--- src/rtl/redf_pkg.sv ---
`default_nettype none
// ----------------------------------------------------------------------------
// redf_pkg: shared definitions for the red-eye disk pixel filter
// Constants, the queue item type and the channel arithmetic helpers.
// ----------------------------------------------------------------------------
package redf_pkg;

    localparam int COORD_BITS_DEF  = 12;
    localparam int QUEUE_DEPTH_DEF = 8;
    localparam int RADIUS_BITS     = 6;
    localparam int CFG_INDEX_BITS  = 2;

    localparam logic [7:0]             CHAN_MAX     = 8'hFF;
    localparam logic [RADIUS_BITS-1:0] RADIUS_RESET = 6'd15;

    // Register indexes of the configuration port.
    localparam logic [CFG_INDEX_BITS-1:0] CFG_CENTER_X = 2'd0;
    localparam logic [CFG_INDEX_BITS-1:0] CFG_CENTER_Y = 2'd1;
    localparam logic [CFG_INDEX_BITS-1:0] CFG_RADIUS   = 2'd2;

    // One classified pixel as it waits between the front and the back.
    typedef struct packed {
        logic [31:0] pixel;
        logic        in_disk;
        logic        scale_en;
        logic [7:0]  quot;
    } redf_item_t;

    // Truncated 255/a for a in 1..254. Other codes return 1.
    function automatic logic [7:0] recip255(input logic [7:0] a);
        logic [7:0] q;
        priority if (a == 8'd0)  q = 8'd1;
        else if (a >= 8'd128)    q = 8'd1;
        else if (a >= 8'd86)     q = 8'd2;
        else if (a >= 8'd64)     q = 8'd3;
        else if (a >= 8'd52)     q = 8'd4;
        else if (a >= 8'd43)     q = 8'd5;
        else if (a >= 8'd37)     q = 8'd6;
        else if (a >= 8'd32)     q = 8'd7;
        else if (a >= 8'd29)     q = 8'd8;
        else if (a >= 8'd26)     q = 8'd9;
        else if (a >= 8'd24)     q = 8'd10;
        else if (a >= 8'd22)     q = 8'd11;
        else if (a >= 8'd20)     q = 8'd12;
        else if (a == 8'd19)     q = 8'd13;
        else if (a == 8'd18)     q = 8'd14;
        else if (a >= 8'd16)     q = 8'd15;
        else if (a == 8'd15)     q = 8'd17;
        else if (a == 8'd14)     q = 8'd18;
        else if (a == 8'd13)     q = 8'd19;
        else if (a == 8'd12)     q = 8'd21;
        else if (a == 8'd11)     q = 8'd23;
        else if (a == 8'd10)     q = 8'd25;
        else if (a == 8'd9)      q = 8'd28;
        else if (a == 8'd8)      q = 8'd31;
        else if (a == 8'd7)      q = 8'd36;
        else if (a == 8'd6)      q = 8'd42;
        else if (a == 8'd5)      q = 8'd51;
        else if (a == 8'd4)      q = 8'd63;
        else if (a == 8'd3)      q = 8'd85;
        else if (a == 8'd2)      q = 8'd127;
        else                     q = 8'd255;
        return q;
    endfunction

    // Truncated p/255, exact for every p up to 255*255.
    function automatic logic [7:0] div255(input logic [15:0] p);
        logic [16:0] t;
        t = {1'b0, p} + 17'(p >> 8) + 17'd1;
        return t[15:8];
    endfunction

endpackage
`default_nettype wire

--- src/rtl/red_eye_disk_pixel_filter_top.sv ---
`default_nettype none
// ----------------------------------------------------------------------------
// red_eye_disk_pixel_filter_top: red-eye disk pixel filter
// Recolors pixels that fall inside a configurable disk.
// ----------------------------------------------------------------------------
// The filter takes one pixel request per clock while it has queue credit
// and returns one result per clock while m_tready is high, in the same
// order. With an empty queue a request passes seven register stages, the
// first loaded at the accepting edge: two classification stages, the queue
// write, and four recoloring stages ending in the output register. The
// input side holds a credit count against the eight-entry queue, so it
// keeps taking pixels while results wait on the output until eight requests
// sit in the classification stages and the queue; up to four more are held
// in the recoloring stages. Inside the disk, red is replaced by the mean of
// the alpha-corrected green and blue; outside it the pixel passes unchanged.
// m_tuser flags recolored pixels. Configuration writes are taken in any cycle
// on the cfg channel and should be made while no pixel is in flight.
module red_eye_disk_pixel_filter_top import redf_pkg::*; #(
    parameter int COORD_BITS  = COORD_BITS_DEF,
    parameter int QUEUE_DEPTH = QUEUE_DEPTH_DEF,
    localparam int S_TDATA_BITS = ((2 * COORD_BITS + 32 + 7) / 8) * 8
) (
    input  wire logic                      aclk,
    input  wire logic                      aresetn,
    // cfg_data: register value, low bits used per register
    input  wire logic                      cfg_valid,
    output logic                           cfg_ready,
    input  wire logic [CFG_INDEX_BITS-1:0] cfg_index,
    input  wire logic [COORD_BITS-1:0]     cfg_data,
    // s_tdata: pixel_x, pixel_y, pixel_in (from bit 0 up), zero padding on top
    input  wire logic                      s_tvalid,
    output logic                           s_tready,
    input  wire logic [S_TDATA_BITS-1:0]   s_tdata,
    // m_tdata: pixel_out
    output logic                           m_tvalid,
    input  wire logic                      m_tready,
    output logic [31:0]                    m_tdata,
    // m_tuser: inside_disk
    output logic [0:0]                     m_tuser
);

    localparam int CREDIT_BITS = $clog2(QUEUE_DEPTH + 1);

    logic [CREDIT_BITS-1:0] credit_reg;
    logic [CREDIT_BITS-1:0] credit_next;
    logic                   in_accept;
    logic                   front_valid;
    redf_item_t             front_item;
    logic                   queue_empty;
    redf_item_t             queue_head;
    logic                   queue_pop;
    logic                   back_inside;

    assign cfg_ready = 1'b1;
    assign s_tready  = credit_reg < CREDIT_BITS'(QUEUE_DEPTH);
    assign in_accept = s_tvalid && s_tready;

    // Counts requests accepted but not yet taken out of the queue.
    always_comb begin
        credit_next = credit_reg;
        if (in_accept && !queue_pop) begin
            credit_next = credit_reg + 1'b1;
        end else if (queue_pop && !in_accept) begin
            credit_next = credit_reg - 1'b1;
        end
    end

    always_ff @(posedge aclk) begin
        if (!aresetn) begin
            credit_reg <= '0;
        end else begin
            credit_reg <= credit_next;
        end
    end

    redf_front #(
        .COORD_BITS (COORD_BITS)
    ) u_front (
        .aclk       (aclk),
        .aresetn    (aresetn),
        .cfg_valid  (cfg_valid),
        .cfg_index  (cfg_index),
        .cfg_data   (cfg_data),
        .in_valid   (in_accept),
        .pixel_x    (s_tdata[COORD_BITS-1:0]),
        .pixel_y    (s_tdata[2*COORD_BITS-1:COORD_BITS]),
        .pixel_in   (s_tdata[2*COORD_BITS+31:2*COORD_BITS]),
        .item_valid (front_valid),
        .item       (front_item)
    );

    redf_queue #(
        .DEPTH (QUEUE_DEPTH)
    ) u_queue (
        .aclk      (aclk),
        .aresetn   (aresetn),
        .push      (front_valid),
        .push_item (front_item),
        .pop       (queue_pop),
        .empty     (queue_empty),
        .head      (queue_head)
    );

    redf_back u_back (
        .aclk       (aclk),
        .aresetn    (aresetn),
        .head       (queue_head),
        .head_valid (!queue_empty),
        .pop        (queue_pop),
        .m_ready    (m_tready),
        .m_valid    (m_tvalid),
        .m_pixel    (m_tdata),
        .m_inside   (back_inside)
    );

    assign m_tuser = back_inside;

endmodule
`default_nettype wire

--- src/rtl/redf_front.sv ---
`default_nettype none
// ----------------------------------------------------------------------------
// redf_front: disk classification
// Holds the configuration registers, measures the distance of each pixel
// from the disk center over two stages and looks up the alpha reciprocal.
// ----------------------------------------------------------------------------
module redf_front import redf_pkg::*; #(
    parameter int COORD_BITS = COORD_BITS_DEF
) (
    input  wire logic                      aclk,
    input  wire logic                      aresetn,
    input  wire logic                      cfg_valid,
    input  wire logic [CFG_INDEX_BITS-1:0] cfg_index,
    input  wire logic [COORD_BITS-1:0]     cfg_data,
    input  wire logic                      in_valid,
    input  wire logic [COORD_BITS-1:0]     pixel_x,
    input  wire logic [COORD_BITS-1:0]     pixel_y,
    input  wire logic [31:0]               pixel_in,
    output logic                           item_valid,
    output redf_item_t                     item
);

    localparam int SQ_BITS = 2 * COORD_BITS;

    logic [COORD_BITS-1:0]  center_x_reg;
    logic [COORD_BITS-1:0]  center_y_reg;
    logic [RADIUS_BITS-1:0] radius_reg;

    logic                  s1_valid_reg;
    logic [COORD_BITS-1:0] dx_reg;
    logic [COORD_BITS-1:0] dy_reg;
    logic [31:0]           pix1_reg;
    logic [7:0]            quot1_reg;
    logic                  en1_reg;

    logic                     s2_valid_reg;
    logic [SQ_BITS-1:0]       dx2_reg;
    logic [SQ_BITS-1:0]       dy2_reg;
    logic [2*RADIUS_BITS-1:0] rr_reg;
    logic [31:0]              pix2_reg;
    logic [7:0]               quot2_reg;
    logic                     en2_reg;

    logic [COORD_BITS-1:0] dx_next;
    logic [COORD_BITS-1:0] dy_next;
    logic [7:0]            alpha;
    logic                  en_next;
    logic [SQ_BITS:0]      dist_sum;

    always_ff @(posedge aclk) begin
        if (!aresetn) begin
            center_x_reg <= '0;
            center_y_reg <= '0;
            radius_reg   <= RADIUS_RESET;
        end else if (cfg_valid) begin
            unique case (cfg_index)
                CFG_CENTER_X: center_x_reg <= cfg_data;
                CFG_CENTER_Y: center_y_reg <= cfg_data;
                CFG_RADIUS:   radius_reg   <= cfg_data[RADIUS_BITS-1:0];
                default: ;
            endcase
        end
    end

    assign dx_next = (pixel_x >= center_x_reg) ? pixel_x - center_x_reg
                                               : center_x_reg - pixel_x;
    assign dy_next = (pixel_y >= center_y_reg) ? pixel_y - center_y_reg
                                               : center_y_reg - pixel_y;
    assign alpha   = pixel_in[31:24];
    assign en_next = (alpha != 8'd0) && (alpha != CHAN_MAX);

    always_ff @(posedge aclk) begin
        if (!aresetn) begin
            s1_valid_reg <= 1'b0;
            s2_valid_reg <= 1'b0;
        end else begin
            s1_valid_reg <= in_valid;
            s2_valid_reg <= s1_valid_reg;
        end
    end

    always_ff @(posedge aclk) begin
        dx_reg    <= dx_next;
        dy_reg    <= dy_next;
        pix1_reg  <= pixel_in;
        quot1_reg <= en_next ? recip255(alpha) : 8'd1;
        en1_reg   <= en_next;

        dx2_reg   <= dx_reg * dx_reg;
        dy2_reg   <= dy_reg * dy_reg;
        rr_reg    <= radius_reg * radius_reg;
        pix2_reg  <= pix1_reg;
        quot2_reg <= quot1_reg;
        en2_reg   <= en1_reg;
    end

    assign dist_sum = {1'b0, dx2_reg} + {1'b0, dy2_reg};

    assign item_valid    = s2_valid_reg;
    assign item.pixel    = pix2_reg;
    assign item.in_disk  = dist_sum <= (SQ_BITS+1)'(rr_reg);
    assign item.scale_en = en2_reg;
    assign item.quot     = quot2_reg;

endmodule
`default_nettype wire

--- src/rtl/redf_queue.sv ---
`default_nettype none
// ----------------------------------------------------------------------------
// redf_queue: item queue between front and back
// A small register FIFO. The top level's credit count keeps it from
// overflowing, so a push is always taken.
// ----------------------------------------------------------------------------
module redf_queue import redf_pkg::*; #(
    parameter int DEPTH = QUEUE_DEPTH_DEF
) (
    input  wire logic       aclk,
    input  wire logic       aresetn,
    input  wire logic       push,
    input  redf_item_t      push_item,
    input  wire logic       pop,
    output logic            empty,
    output redf_item_t      head
);

    localparam int PTR_BITS   = (DEPTH > 1) ? $clog2(DEPTH) : 1;
    localparam int COUNT_BITS = $clog2(DEPTH + 1);

    redf_item_t            mem_reg [DEPTH];
    logic [PTR_BITS-1:0]   wr_ptr_reg;
    logic [PTR_BITS-1:0]   rd_ptr_reg;
    logic [COUNT_BITS-1:0] count_reg;
    logic [PTR_BITS-1:0]   wr_ptr_next;
    logic [PTR_BITS-1:0]   rd_ptr_next;
    logic [COUNT_BITS-1:0] count_next;

    assign wr_ptr_next = (wr_ptr_reg == PTR_BITS'(DEPTH - 1)) ? '0 : wr_ptr_reg + 1'b1;
    assign rd_ptr_next = (rd_ptr_reg == PTR_BITS'(DEPTH - 1)) ? '0 : rd_ptr_reg + 1'b1;

    always_comb begin
        count_next = count_reg;
        if (push && !pop) begin
            count_next = count_reg + 1'b1;
        end else if (pop && !push) begin
            count_next = count_reg - 1'b1;
        end
    end

    always_ff @(posedge aclk) begin
        if (!aresetn) begin
            wr_ptr_reg <= '0;
            rd_ptr_reg <= '0;
            count_reg  <= '0;
        end else begin
            if (push) begin
                wr_ptr_reg <= wr_ptr_next;
            end
            if (pop) begin
                rd_ptr_reg <= rd_ptr_next;
            end
            count_reg <= count_next;
        end
    end

    always_ff @(posedge aclk) begin
        if (push) begin
            mem_reg[wr_ptr_reg] <= push_item;
        end
    end

    assign empty = (count_reg == '0);
    assign head  = mem_reg[rd_ptr_reg];

endmodule
`default_nettype wire

--- src/rtl/redf_back.sv ---
`default_nettype none
// ----------------------------------------------------------------------------
// redf_back: recoloring pipeline
// Scales green and blue up by the alpha reciprocal, forms red, clamps,
// scales back down by alpha/255 and holds the result in the output register.
// ----------------------------------------------------------------------------
module redf_back import redf_pkg::*; (
    input  wire logic  aclk,
    input  wire logic  aresetn,
    input  redf_item_t head,
    input  wire logic  head_valid,
    output logic       pop,
    input  wire logic  m_ready,
    output logic       m_valid,
    output logic [31:0] m_pixel,
    output logic       m_inside
);

    function automatic logic [7:0] clamp8(input logic [15:0] c);
        return (c > 16'(CHAN_MAX)) ? CHAN_MAX : c[7:0];
    endfunction

    logic        v1_reg;
    logic [15:0] gu1_reg;
    logic [15:0] bu1_reg;
    logic [31:0] orig1_reg;
    logic        ins1_reg;
    logic        en1_reg;

    logic        v2_reg;
    logic [7:0]  rc2_reg;
    logic [7:0]  gc2_reg;
    logic [7:0]  bc2_reg;
    logic [31:0] orig2_reg;
    logic        ins2_reg;
    logic        en2_reg;

    logic        v3_reg;
    logic [15:0] pr3_reg;
    logic [15:0] pg3_reg;
    logic [15:0] pb3_reg;
    logic [31:0] orig3_reg;
    logic        ins3_reg;
    logic        en3_reg;

    logic        out_valid_reg;
    logic [31:0] out_pixel_reg;
    logic        out_inside_reg;

    logic        adv;
    logic [16:0] gb_sum;
    logic [7:0]  alpha2;
    logic [7:0]  r_next;
    logic [7:0]  g_next;
    logic [7:0]  b_next;
    logic [31:0] pixel_next;

    // The whole back pipeline moves together whenever the output can advance.
    assign adv = !out_valid_reg || m_ready;
    assign pop = adv && head_valid;

    always_ff @(posedge aclk) begin
        if (!aresetn) begin
            v1_reg        <= 1'b0;
            v2_reg        <= 1'b0;
            v3_reg        <= 1'b0;
            out_valid_reg <= 1'b0;
        end else if (adv) begin
            v1_reg        <= head_valid;
            v2_reg        <= v1_reg;
            v3_reg        <= v2_reg;
            out_valid_reg <= v3_reg;
        end
    end

    assign gb_sum = {1'b0, gu1_reg} + {1'b0, bu1_reg};
    assign alpha2 = orig2_reg[31:24];

    // Unscaled channels already sit below 256, so the divide by 255 is
    // bypassed for them at the last stage.
    assign r_next = en3_reg ? div255(pr3_reg) : pr3_reg[7:0];
    assign g_next = en3_reg ? div255(pg3_reg) : pg3_reg[7:0];
    assign b_next = en3_reg ? div255(pb3_reg) : pb3_reg[7:0];
    assign pixel_next = ins3_reg ? {orig3_reg[31:24], r_next, g_next, b_next} : orig3_reg;

    always_ff @(posedge aclk) begin
        if (adv) begin
            gu1_reg   <= head.pixel[15:8] * head.quot;
            bu1_reg   <= head.pixel[7:0] * head.quot;
            orig1_reg <= head.pixel;
            ins1_reg  <= head.in_disk;
            en1_reg   <= head.scale_en;

            rc2_reg   <= clamp8(gb_sum[16:1]);
            gc2_reg   <= clamp8(gu1_reg);
            bc2_reg   <= clamp8(bu1_reg);
            orig2_reg <= orig1_reg;
            ins2_reg  <= ins1_reg;
            en2_reg   <= en1_reg;

            pr3_reg   <= en2_reg ? rc2_reg * alpha2 : {8'd0, rc2_reg};
            pg3_reg   <= en2_reg ? gc2_reg * alpha2 : {8'd0, gc2_reg};
            pb3_reg   <= en2_reg ? bc2_reg * alpha2 : {8'd0, bc2_reg};
            orig3_reg <= orig2_reg;
            ins3_reg  <= ins2_reg;
            en3_reg   <= en2_reg;

            out_pixel_reg  <= pixel_next;
            out_inside_reg <= ins3_reg;
        end
    end

    assign m_valid  = out_valid_reg;
    assign m_pixel  = out_pixel_reg;
    assign m_inside = out_inside_reg;

endmodule
`default_nettype wire

--- config.mk ---
export PLATFORM = sky130hd
export DESIGN_NAME = red_eye_disk_pixel_filter_top
export DESIGN_NICKNAME = d
export VERILOG_FILES = /design/src/rtl/redf_pkg.sv /design/src/rtl/red_eye_disk_pixel_filter_top.sv /design/src/rtl/redf_front.sv /design/src/rtl/redf_queue.sv /design/src/rtl/redf_back.sv
export SDC_FILE = /design/constraint.sdc
export NUM_CORES = 2
export LEC_CHECK = 0
export ABC_AREA = 1
export BUFFER_PORTS_ARGS = -buffer_cell sky130_fd_sc_hd__buf_4
export CORE_MARGIN = 3
export CORE_UTILIZATION = 50
export CTS_CLUSTER_DIAMETER = 60
export DETAILED_ROUTE_END_ITERATION = 12
export GPL_ROUTABILITY_DRIVEN = 0
export MAX_ROUTING_LAYER = met4
export PLACE_DENSITY = 0.66
export SYNTH_ARGS = -nofsm -noshare
export SYNTH_HDL_FRONTEND = slang
export SYNTH_SLANG_ARGS = --single-unit
--- constraint.sdc ---
create_clock -name aclk -period 10.34 [get_ports aclk]
set_input_delay 0.517 -clock aclk [delete_from_list [all_inputs] [get_ports aclk]]
set_output_delay 0.517 -clock aclk [all_outputs]
set_load 0.005 [all_outputs]
After elaboration in Yosys (flattened, before gate mapping):

Memory sizes are Yosys's and may differ from the RTL's. A register that Yosys moved wholly into a read port is not among the register bits.
Cells that the tools add are included.

* register bits after elaboration: 455
* memory bits (writable): 336
* input bits: 75
* output and inout port bits: 36
* word-level logic and storage cells: 197
* memories: 1

Memories
* u_queue.mem_reg: depth 8, width 42, read ports 1, clocked after memory_dff 1, wr ports 1, RTL line redf_queue.sv:22 `redf_item_t mem_reg [DEPTH];`

* add/subtract/negate cells: 18
* multiply operators: 8
* magnitude comparators: 20
* eq/ne operators: 21
* multiplexer cells: 47
* bitwise operators: 1
* reduce and logical (&&, ||, !) cells: 29

Operators with widths (number)
* $mul A8 B8 Y16: 5
* $eq A8 B4 Y1 const B: 8
* $mux W8: 7
* $add A16 B1 Y16 const B: 3
* $add A16 B8 Y16: 3
* $ge A8 B5 Y1 const B: 6
* $gt A16 B8 Y1 const B: 3
* $mul A12 B12 Y24: 2
* $mux W4: 12
* $sub A12 B12 Y12: 4
* $mux W5: 8
* $eq A8 B3 Y1 const B: 4
* $ge A8 B6 Y1 const B: 4
* $reduce_or A30 Y1: 1
* $reduce_or A29 Y1: 1
* $add A24 B24 Y25: 1
* $le A25 B12 Y1: 1
* $reduce_or A25 Y1: 1
* $ge A12 B12 Y1: 2
* $mux W12: 2
* $mux W24: 1
* $mux W3: 8
* $mux W6: 4
* $add A16 B16 Y17: 1
* 30 further kinds: 52

Longest topological paths before layout:

* word-level depth: 29
* gate-level depth with buffers: 30
* mapped depth without buffers: 27

Cells and area by module:

Synthesis repeated with hierarchy kept, for this count alone.

* cells, all modules: 6088
* area, all modules: 53654.0 sq um

By module, submodules not included
* redf_back: instances 1, cells an instance 2621, area an instance 21852.2 sq um, sequential area each 7257.0 sq um
* redf_front: instances 1, cells an instance 2222, area an instance 17479.3 sq um, sequential area each 3903.7 sq um
* redf_queue: instances 1, cells an instance 1202, area an instance 14031.0 sq um, sequential area each 10349.9 sq um
* red_eye_disk_pixel_filter_top: instances 1, cells an instance 43, area an instance 291.5 sq um, sequential area each 80.1 sq um

Worst setup path before layout:

OpenSTA, ideal clock, no wires.

* path type: in2reg
* start point: input m_tready
* end point: register u_back.bc2_reg[0], enable pin
* setup time: 0.592 ns
* arrival: 5.247 ns
* data required time: 9.748 ns
* path slack: 4.501 ns
* cell stages on the path: 2
* buffers on the path: 0
* cells stage by stage: nor2_1 > inv_1

* cells in the longest elaborated chain, start to end: 1

Ends and longest elaborated chain
* start: declaration: RTL line red_eye_disk_pixel_filter_top.sv:36 `input wire logic m_tready,`
* $logic_or A1 B1 Y1: RTL line redf_back.sv:59 `assign adv = !out_valid_reg || m_ready;`
* via u_back.adv: RTL line redf_back.sv:50 `logic adv;`
* end signal: assignment: RTL line redf_back.sv:96 `bc2_reg <= clamp8(bu1_reg);`
* end: declaration: RTL line redf_back.sv:33 `logic [7:0] bc2_reg;`

The timed path passes the listed nets, and every way through them passes these cells.
A chain may end at the register's enable or synchronous reset.

==> reports/qor.txt <==
Result of the run -> finished, final reports clean
CTS tree -> built
Setup TNS Final -> 0 ps
Warnings from Yosys -> 0
CTS Root Cell -> clkbuf_16
Post-synthesis cell type count -> 60
Clk_lat worst skew -> 660 ps
Primary FF master, synth -> edfxtp_1
Endpoints failing setup -> 0
ANT nets after route -> 0
Commonest cells after routing, fill and taps aside -> 960 x inv_1, 959 x nand2_1, 575 x edfxtp_1
Final min period -> 6750 ps
Syn Area/Cell -> 9.54 um^2
Worst slew pin tran -> 1090 ps
First-pass GRT wire length -> 184000 um
Die width -> 326 um
CP startpoint kind -> flip-flop
FP Rows -> 116
DIE AREA -> 107000 um^2
I/O pin cnt -> 111
Clock-pin slew on the worst setup and hold paths -> 60 ps
Hold Worst Slack -> 48.3 ps
GRT Total Usage -> 21.9%
Post-synthesis cell area -> 51300 um^2
Initial antenna violation count -> 3
Async SR Flop Fraction -> 0%
TritonCTS Buffers -> 88
Detailed placement HPWL -> 80100 um
Max Slew Vio Count -> 0
Maximum clock path buffer count -> 3
Initial Utilization -> 50.8%
DRC errors left -> 0
Total of max-cap violations -> 0
Critical Path RT -> 10750 ps
Largest fanout on the critical path -> 89
CTS sink count -> 791
Share of cells above drive strength 1 -> 7.05%
Final Cell Area -> 56800 um^2
Postcts setup bufs -> 0
Unrepaired setup endpoints after global routing -> no
Area delta synth->final -> 10.6%
Vias per cell -> 5.18
Largest net degree at the start of global routing -> 93
Crit end category -> flip-flop
Tcrit/Tclk final -> 65.3%
Worst hold-check path type -> input pin to flip-flop
Number of global-route vias before repair -> 35900
FF+latch area -> 21600 um^2
Vias -> 35800
Post-synth EDFFs -> 575
Multi-input gate area -> 25300 um^2
Commonest non-fill, non-tap cell in the layout -> inv_1
Synth Register Bits -> 791
Layout fillers -> 8787
Max Clk Rate -> 148 MHz
Seq/Total Area, Yosys -> 42.1%
Clock Skews -> 45.7 ps
GRT overflow -> 0
DR WL/cell -> 16.2 um
Largest register FFs -> 336
Post-Synthesis Cells -> 5384
Port Buffers -> 109
Die outline height -> 326 um
Slew margin rel. -> 27.1%
Final #Nets -> 6332
DR iter-0 viols -> 2827
Syn nets -> 6246
Area of the core -> 101000 um^2
Crit Path Class -> flip-flop to flip-flop
H-Tree Depth -> 3
Hold Fails Final Rpt -> 0
Pre-antenna DRT Iters -> 7
Placed cell area -> 53300 um^2
Routed wire length -> 112000 um
Crit path DAT -> 7160 ps
## area by class of cell
type | count | share of cell area (%)
diodes | 1 | 0.00441
clock buffers | 112 | 4.38
clock inverters | 53 | 1.21
inverters | 988 | 6.56
multi-input cells | 3433 | 44.5
flip-flops and latches | 791 | 38.0
well taps | 1357 | 2.99
repair buffers | 168 | 2.35
## final timing paths
kind / from / end / slack, ps / depth (start not counted)
hold / removal: s_tdata[52] / u_front.pix1_reg[28] / 50 / 1
hold reg to reg: u_front.quot1_reg[4] / u_front.quot2_reg[4] / 320 / 0
setup reg to reg: flip-flop / u_back.gu1_reg[14] / 3590 / 21
setup / recovery: flip-flop / u_back.gu1_reg[14] / 3590 / 21
## metrics by stage
stage	setup slack, ps	util (%)	cells
after detailed placement	3620	52.8	6707
final	3590	56.2	6903
after floorplan	4500	-	5384
after global placement	3720	52.8	6707
after CTS	3610	56.2	6902
after global routing	3090	56.2	6903
## logic make-up after synthesis
kind of cell / share of synthesized area [%]
other cells: 0.00730
flops: 42.1
compound gates: 9.12
mux: 0.119
fa+ha+maj: 24.3
simple gates: 13.1
xor+xnor: 2.35
buf+inv: 8.86
## cell usage after synthesis (9+ instances only)
master    number  area share, %
nor2_1       495            3.6
o21bai_1      12           0.18
nor4_1        16           0.19
buf_4         18           0.26
xor2_1        91            1.6
o211ai_1      13           0.19
o22ai_1       66           0.80
o21a_1         9           0.13
o21ai_2       23           0.39
a31oi_1       30           0.37
nand4_1       36           0.44
dfxtp_1      216            8.4
a21o_1        20           0.29
ha_1         434             11
a21oi_1      240            2.3
buf_2         33           0.32
o21ai_1       31           0.30
nand3_1       99           0.97
inv_2         22           0.16
o21ai_0      342            3.3
nor3_1        36           0.35
inv_1        962            7.0
edfxtp_1     575             34
clkbuf_1     102           0.75
buf_6         11           0.24
xnor2_1       47           0.80
nand2_1      959            7.0
fa_1         353             14
## repair_timing
item                                   CTS  global route
resized for setup                        0             0
hold buffers                            30             0
endpoints found under the hold margin   30             0
setup endpoints to repair                0             0
## routing by layer
| layer | wire length (um) | GRT usage (%) | vias up | share of wire [%] |
|---|---|---|---|---|
| met5 | 0 | - | - | 0 |
| met4 | 2580 | 5.94 | 0 | 2.3 |
| met3 | 6940 | 3.10 | 156 | 6.2 |
| met2 | 51100 | 34.4 | 959 | 46 |
| met1 | 51500 | 30.1 | 17100 | 46 |
| li1 | - | - | 17600 | - |
## worst max-delay path, stage by stage, from the launching register on
cell and delay, ps:
dfxtp_4 510, clkinv_4 460, buf_4 720, o21ai_0 160, o22ai_1 150, inv_1 70, o21ai_2 540, nand2_1 170
fa_1 540, fa_1 540, inv_1 60, fa_1 500, fa_1 510, ha_1 400, a21oi_1 200, o21ai_0 100
a21oi_1 190, o21ai_0 160, a21oi_1 160, nor2_1 50, nor2_1 110, xnor2_1 70
Power is not shown: default switching activity piles up to over one toggle a cycle in this logic, so the estimate is an artifact.
